[src/sv/aavr_pkg.sv]
// ----------------------------------------------------------------------------
// aavr_pkg
// Widths, angle constants, arctangent table and pipeline word types of the
// axis-angle vector rotator.
// ----------------------------------------------------------------------------
package aavr_pkg;

  localparam int VEC_W  = 32;
  localparam int AXIS_W = 18;
  localparam int ANG_W  = 25;
  localparam int RED_W  = 36;
  localparam int CORD_W = 33;
  localparam int ATAN_N = 30;
  localparam int CS_W   = 18;
  localparam int T_W    = 19;
  localparam int KK_W   = 36;
  localparam int SK_W   = 36;
  localparam int M_W    = 54;
  localparam int ME_W   = 30;
  localparam int ACC_W  = 64;

  localparam logic signed [RED_W-1:0]  TWO_PI_Q30  = 36'sd6746518852;
  localparam logic signed [RED_W-1:0]  PI_Q30      = 36'sd3373259426;
  localparam logic signed [RED_W-1:0]  HALF_PI_Q30 = 36'sd1686629713;
  localparam logic signed [CORD_W-1:0] GAIN_Q30    = 33'sd652032874;

  // atan(2^-i) in Q30, rounded to nearest
  function automatic logic signed [CORD_W-1:0] atan_q30(input int idx);
    logic signed [CORD_W-1:0] val;
    case (idx)
      0:       val = 33'sd843314857;
      1:       val = 33'sd497837829;
      2:       val = 33'sd263043837;
      3:       val = 33'sd133525159;
      4:       val = 33'sd67021687;
      5:       val = 33'sd33543516;
      6:       val = 33'sd16775851;
      7:       val = 33'sd8388437;
      8:       val = 33'sd4194283;
      9:       val = 33'sd2097149;
      default: val = CORD_W'(64'sd1 <<< (30 - idx));
    endcase
    return val;
  endfunction

  typedef struct packed {
    logic signed [VEC_W-1:0]  vx;
    logic signed [VEC_W-1:0]  vy;
    logic signed [VEC_W-1:0]  vz;
    logic signed [AXIS_W-1:0] kx;
    logic signed [AXIS_W-1:0] ky;
    logic signed [AXIS_W-1:0] kz;
  } aavr_side_t;

  typedef struct packed {
    logic                     valid;
    logic                     neg;
    aavr_side_t               side;
    logic signed [CORD_W-1:0] x;
    logic signed [CORD_W-1:0] y;
    logic signed [CORD_W-1:0] z;
  } aavr_cord_t;

  typedef struct packed {
    logic                    valid;
    logic signed [VEC_W-1:0] rot_x;
    logic signed [VEC_W-1:0] rot_y;
    logic signed [VEC_W-1:0] rot_z;
  } aavr_res_t;

endpackage

[src/sv/aavr_cordic_cell.sv]
// ----------------------------------------------------------------------------
// aavr_cordic_cell
// One rotation-mode CORDIC step with its shift and arctangent fixed by the
// cell's place in the chain.
// ----------------------------------------------------------------------------
module aavr_cordic_cell import aavr_pkg::*; #(
  parameter int STAGE = 0
) (
  input  logic       clk,
  input  logic       rst_n,
  input  logic       en,
  input  aavr_cord_t cord_i,
  output aavr_cord_t cord_o
);

  localparam logic signed [CORD_W-1:0] ATAN = atan_q30(STAGE);

  aavr_cord_t cord_r, cord_nxt;

  // rotate toward zero residual angle
  always_comb begin
    logic signed [CORD_W-1:0] dx, dy;
    dx       = cord_i.y >>> STAGE;
    dy       = cord_i.x >>> STAGE;
    cord_nxt = cord_i;
    if (!cord_i.z[CORD_W-1]) begin
      cord_nxt.x = cord_i.x - dx;
      cord_nxt.y = cord_i.y + dy;
      cord_nxt.z = cord_i.z - ATAN;
    end else begin
      cord_nxt.x = cord_i.x + dx;
      cord_nxt.y = cord_i.y - dy;
      cord_nxt.z = cord_i.z + ATAN;
    end
  end

  // hand the word to the next cell
  always_ff @(posedge clk) begin
    if (!rst_n) begin
      cord_r.valid <= 1'b0;
    end else if (en) begin
      cord_r <= cord_nxt;
    end
  end

  assign cord_o = cord_r;

endmodule

[config.mk]
export PLATFORM = sky130hd
export DESIGN_NAME = aavr_cordic_cell
export DESIGN_NICKNAME = d
export VERILOG_FILES = /design/src/sv/aavr_pkg.sv /design/src/sv/aavr_cordic_cell.sv
export SDC_FILE = /design/constraint.sdc
export NUM_CORES = 1
export LEC_CHECK = 0
export BUFFER_PORTS_ARGS = -buffer_cell sky130_fd_sc_hd__buf_2
export CAP_MARGIN = 20
export CORE_AREA = 2 2 195 197
export DETAILED_ROUTE_END_ITERATION = 7
export DIE_AREA = 0 0 197 199
export PLACE_DENSITY = 0.66
export SETUP_SLACK_MARGIN = 0.5
export SLEW_MARGIN = 10
export SYNTH_ARGS = -nofsm -noshare
export SYNTH_HDL_FRONTEND = slang
export SYNTH_SLANG_ARGS = --single-unit
[constraint.sdc]
create_clock -name clk -period 7.3 [get_ports clk]
set_clock_uncertainty 0.1 [all_clocks]
set_input_delay 0.365 -clock clk [delete_from_list [all_inputs] [get_ports clk]]
set_output_delay 0.365 -clock clk [all_outputs]
set_load 0.01 [all_outputs]
==> results of run 1 <==
## kinds of logic (layout without fill, tap and decap cells)
group | Yosys count | count (layout)
adders and majority gates | 131 | 131
and+or+nand+nor | 278 | 278
DFF | 250 | 250
other | 0 | 6
xor gates and xnor gates | 92 | 92
AOI/OAI and AO/OA | 396 | 396
buffers and inverters | 163 | 829
muxes | 13 | 13
## per-stage QoR
step	worst slack [ps]	cells
floorplan	565	1323
global placement	2300	2254
detailed placement	2270	2254
CTS	2860	2463
global route	2420	2466
finish	2740	2469
## worst paths after layout
check / end / start
max: cord_o[32]$_DFFE_PP_ / cord_i[32]
min: cord_o[0]$_DFFE_PP_ / cord_i[0]
max reg2reg: cord_o[250]$_SDFFE_PN0P_ / cord_o[250]$_SDFFE_PN0P_
min reg2reg: cord_o[250]$_SDFFE_PN0P_ / cord_o[250]$_SDFFE_PN0P_
## layer usage
layer  track usage  share of wire  wire [um]
met4         0.124          0.046       2570
met1         0.354           0.41      23300
met2         0.451           0.47      26400
met5             0        0.00062         35
met3        0.0471          0.068       3840
## timing repair
action / CTS / global route
buffers inserted: 0 / 0
endpoints found under the setup margin: 0 / 0
hold endpoints to repair: 152 / 0
hold buffers: 153 / 0
## critical path, cell delays in order
cell       delay (ps)
buf_2             790
inv_2             570
buf_4             440
ha_1              450
and4_1            240
nand2b_1           80
o211a_1           160
a2111oi_0         730
o21ai_1           190
o21ai_0           240
a2111oi_0         130
or3_1             340
## layout make-up
cell class	count	area share
Multi-Input combinational cell	910	0.327
Timing Repair Buffer	661	0.203
Clock buffer	37	0.0395
Antenna cell	6	0.000744
Inverter	112	0.0208
Sequential cell	250	0.371
Clock inverter	19	0.00843
Tap cell	474	0.0294
## Yosys cell counts, types with 5 or more instances
| library cell | number |
|---|---|
| a2111oi_0 | 7 |
| a211o_1 | 5 |
| a211oi_1 | 12 |
| a21o_1 | 32 |
| a21oi_1 | 134 |
| a221oi_1 | 6 |
| a31oi_1 | 12 |
| and2_1 | 9 |
| and3_1 | 7 |
| buf_2 | 11 |
| clkbuf_1 | 34 |
| edfxtp_1 | 249 |
| ha_1 | 127 |
| inv_1 | 106 |
| mux2i_1 | 12 |
| nand2_1 | 59 |
| nand2b_1 | 13 |
| nand3_1 | 11 |
| nand4_1 | 14 |
| nor2_1 | 91 |
| nor2b_1 | 19 |
| nor3_1 | 18 |
| nor3b_1 | 5 |
| nor4_1 | 7 |
| o211ai_1 | 8 |
| o21a_1 | 17 |
| o21ai_0 | 60 |
| o21ai_1 | 11 |
| o21bai_1 | 20 |
| o31ai_1 | 14 |
| xnor2_1 | 77 |
| xor2_1 | 15 |
## power groups by stage
stage	Combinational (mW)	Sequential [mW]	Clock (mW)
finish	1.08	1.78	1.47
global placement	0.989	1.81	0
detailed placement	0.991	1.81	0
global route	1.16	1.79	1.55
CTS	1.07	1.78	1.50
floorplan	0.528	1.89	0
==> flow_summary.yaml, run 1 <==
run_status:
  outcome: "finished, final reports clean"
cells_and_area:
  utilization: 0.544
  fin_nets: 2350
  nFillCells: 3251
  layout_commonest_cell: "buf_2"
  largest_register_ffs: 250
  seqCellArea_sq_um: 7500
  fin_area_sq_um: 20200
  multi_input_area_sq_um: 6600
  area_delta_synth_final_pct: 37.0
  drive_gt1_frac: 0.293
  final_cell_mix: "buf_2, edfxtp_1, dlygate4sd3_1, a21oi_1, ha_1"
sta:
  fin_hold_ws_ps: 36.7
  hold_violations: 0
  finalSetupTns_ps: 0
  worstMarginPinSlew_ps: 1100
  setup_viol: 0
  slew_headroom: 0.264
  final_max_slew_viol_count: 0
  rsz0062_at_grt: "no"
  fin_crit_sh: 0.624
  fin_crit_ps: 4560
  max_freq_mhz: 219
floorplanning:
  coreArea_sq_um: 37100
  die_w_um: 197
  boundaryPins: 505
  die_h_um: 199
  start_util: 0.397
  die_area_sq_um: 39200
  rows: 71
synth:
  synth-xor-area-share: 0.0547
  synth-simple-area-share: 0.0937
  ys.flop_type: "edfxtp_1"
  synth_compound_area_frac: 0.177
  yosysUniqueCellTypes: 85
  syn_nets: 1708
  synthAdderAreaFrac: 0.113
  synthArstFlopShare: 0
  synth_area_per_cell_sq_um: 11.1
  syn_area_sq_um: 14700
  synth_top_area_cell: "edfxtp_1"
  yosysWarningCount: 0
  ys_ff_latch: 250
  synth.area.mux_share: 0.00891
  netlist_instances: 1323
  synth_top_family_by_area: "compound AO/OA/AOI/OAI gates"
  synthTopCellsByArea: "edfxtp_1, ha_1, xnor2_1, a21oi_1, inv_1"
  ys_seq_area_frac: 0.509
  synth_edf_count: 249
  synth_top_cell_area_share: 0.507
power_and_ir_drop:
  combPwrFrac: 0.249
  ir_drop_v: 0.000155
  share_seq_of_total_power: 0.411
  power_mw: 4.33
  leakage_nw: 8.76
  power_report.internal_total_mw: 3.03
  swShare: 0.301
  p_clk_frac: 0.340
  p_per_area_nw_per_um2: 215
  netSwitchingPower_mw: 1.30
clock_tree:
  clk_latency_ps: 560
  clock-sinks: 250
  htree_levels: 1
  cts_max_path_buffers: 3
  cts.reportedPaths.clkPinSlew_ps: 60
  cts_resized: 0
  cts_made_buffers: 30
  cts-root-buf: "clkbuf_16"
  cts_tree: "built"
setup_path:
  worst-setup-path-type: "in -> reg"
  end_kind: "register"
  crit_path_max_fanout: 44
  reg2reg_setup_slack_ps: 6040
  startpoint_type: "input port"
  cp.required_ps: 7500
  cp.arrival_ps: 4760
  reg2regPathDepth: 3
global_route:
  grt_start_max_net_pins: 109
  gr-total-overflow: 0
  grtUsageTotal: 0.274
  grt_pass1_wl_um: 80800
  grt_pass1_vias: 13000
  grt_antenna_before_repair: 5
route:
  viasPerCell: 5.35
  vias: 13200
  wl_per_cell_um: 22.7
  first_pass_iters: 5
  ant_nets: 0
  drc: 0
  drtIter0Drc: 1187
  drt-total-wl_um: 56100
min_path:
  hold_depth: 2
  hold_path.class: "in -> reg"
placement:
  dpl-instance-area_sq_um: 17700
  place_hpwl_um: 42400
  io_buffers: 504
  gp_congestion: 0.989
flow_run:
  drv_cap: 0
Power figures use the tool's default switching activity.
==> run 2, diff against run 1 <==
==> constraint.sdc (replaced) <==
create_clock -name clk -period 4.5 [get_ports clk]
set_clock_uncertainty 0.1 [all_clocks]
set_input_delay 0.225 -clock clk [delete_from_list [all_inputs] [get_ports clk]]
set_output_delay 0.225 -clock clk [all_outputs]
set_load 0.01 [all_outputs]
==> flow_summary.yaml, run 2 (synthesis gave the netlist of run 1 again) <==
placement:
  place_hpwl_um: 42900
  place_ws_ps: 770
  gp_congestion: 0.925
  dpl-instance-area_sq_um: 17700
  io_buffers: 504
clock_tree:
  cts_made_buffers: 30
  post-cts-setup-buffer-count: 0
  cts.reportedPaths.clkPinSlew_ps: 60
  clock-sinks: 250
  cts_max_path_buffers: 3
  clk_latency_ps: 560
  cts-root-buf: "clkbuf_16"
  htree_levels: 1
  cts_tree: "built"
route:
  drt-total-wl_um: 56900
  wl_per_cell_um: 23.0
  viasPerCell: 5.42
  drc: 0
  ant_nets: 0
  drtIter0Drc: 1090
  vias: 13400
  first_pass_iters: 6
floorplanning:
  die_area_sq_um: 39200
  rows: 71
  boundaryPins: 505
  start_util: 0.397
  die_w_um: 197
  coreArea_sq_um: 37100
  die_h_um: 199
sta:
  slew_headroom: 0.413
  finalWorstSetupSlack_ps: 954
  fin_crit_sh: 0.788
  worstMarginPinSlew_ps: 859
  finalSetupTns_ps: 0
  fin_crit_ps: 3550
  max_freq_mhz: 282
  setup_viol: 0
  final_max_slew_viol_count: 0
  hold_violations: 0
  rsz0062_at_grt: "no"
setup_path:
  cpPeakStageDelay_ps: 530
  r2r_start: "cord_o[250]$_SDFFE_PN0P_"
  slowest_stage: "dlygate4sd3_1"
  crit_path_max_fanout: 4
  cp.required_ps: 4700
  worst-setup-path-type: "in -> reg"
  cpLargestDelayFamily: "compound AO/OA/AOI/OAI gates"
  reg2reg_setup_slack_ps: 3230
  cp.arrival_ps: 3740
  end_kind: "register"
  cp_cell_sequence: "dlygate4sd3_1 > buf_2 > ha_1 > fa_1 > nand2b_1 > a211o_1 > a2111o_1 > a21boi_2 > nor2_1 > o21a_1 > o311ai_2 > o211ai_2 > xor2_1"
  startpoint_type: "input port"
  reg2regPathDepth: 3
  worst-path-buf-inv: 2
  r2r-end: "cord_o[250]$_SDFFE_PN0P_"
power_and_ir_drop:
  leakage_nw: 8.77
  power_mw: 6.94
  ir_drop_v: 0.000307
  p_per_area_nw_per_um2: 344
min_path:
  hold_path.class: "in -> reg"
  worstHoldStart: "cord_i[65]"
  hold_depth: 3
  worst_hold_path.endpoint: "cord_o[98]$_DFFE_PP_"
cells_and_area:
  fin_nets: 2356
  final_cell_mix: "buf_2, edfxtp_1, dlygate4sd3_1, a21oi_1, ha_1"
  drive_gt1_frac: 0.294
  largest_register_ffs: 250
  area_delta_synth_final_pct: 37.0
  fin_area_sq_um: 20200
  layout_commonest_cell: "buf_2"
global_route:
  grtUsageTotal: 0.275
  grt_pass1_vias: 13000
  gr-total-overflow: 0
  grt_pass1_wl_um: 81200
  grt_start_max_net_pins: 91
  grt_antenna_before_repair: 6
flow_run:
  drv_cap: 0
run_status:
  outcome: "finished, final reports clean"
==> run 2: cell types whose count changed in the layout (fill, tap and decap cells not counted), sizes merged <==
cell,change
buf,+4
clkinv,-4
diode,-2
dlygate4sd3,+2
bufinv,-1
clkbuf,+1
clkinvlp,+1
inv,-1
==> run 2: timing repair <==
item	in CTS	in global routing
endpoints found under the hold margin	154	0
setup endpoints to repair	0	1
gates resized for setup	0	1
hold buffers	155	0
==> run 2: routing by layer <==
metal / wire length [um] / track usage / vias to the layer above
met5: 26 / 0 / -
met4: 2540 / 0.121 / 4
met3: 4210 / 0.0493 / 122
met2: 26600 / 0.453 / 624
met1: 23500 / 0.356 / 6472
li1: - / - / 6167
==> run 2: report_power, final <==
part           internal [mW]  leakage [nW]  switching, mW
combinational          0.712          5.98           1.05
clock                   1.31         0.444          0.972
sequential              2.83          2.35         0.0627
total                   4.85          8.77           2.09
==> run 2: worst register-to-register path: stages (launching register included) <==
cell	delay (ps)
dfxtp_1	310
mux2i_1	130
nor2b_1	60
dlygate4sd3_1	550
==> run 2: metrics by stage <==
step,instances,hold slack (ps),util
6_report,2469,47.9,0.544
4_1_cts,2465,15.4,0.543
3_3_place_gp,2258,302,0.477
2_1_floorplan,1323,224,-
5_1_grt,2468,39.5,0.544
3_5_place_dp,2258,303,0.477
==> run 2: final cells by class <==
type	count	area (sq um)
diodes	4	10.0
clock buffers	38	802
clock inverters	14	104
fillers	3261	16900
inverters	112	420
multi-input cells	910	6610
flip-flops and latches	250	7500
well taps	474	593
repair buffers	667	4160
==> run 2: worst max-delay path by stage <==
| stage | from | slack (ps) | cells after the start | end |
|---|---|---|---|---|
| 2_1_floorplan | cord_i[32] | 660 | 14 | cord_o[31]$_DFFE_PP_ |
| 3_3_place_gp | cord_i[66] | 950 | 13 | cord_o[98]$_DFFE_PP_ |
| 3_5_place_dp | cord_i[66] | 770 | 13 | cord_o[98]$_DFFE_PP_ |
| 4_1_cts | cord_i[66] | 810 | 14 | cord_o[98]$_DFFE_PP_ |
| 5_1_grt | cord_i[0] | 670 | 13 | cord_o[32]$_DFFE_PP_ |
| 6_report | cord_i[66] | 950 | 13 | cord_o[65]$_DFFE_PP_ |
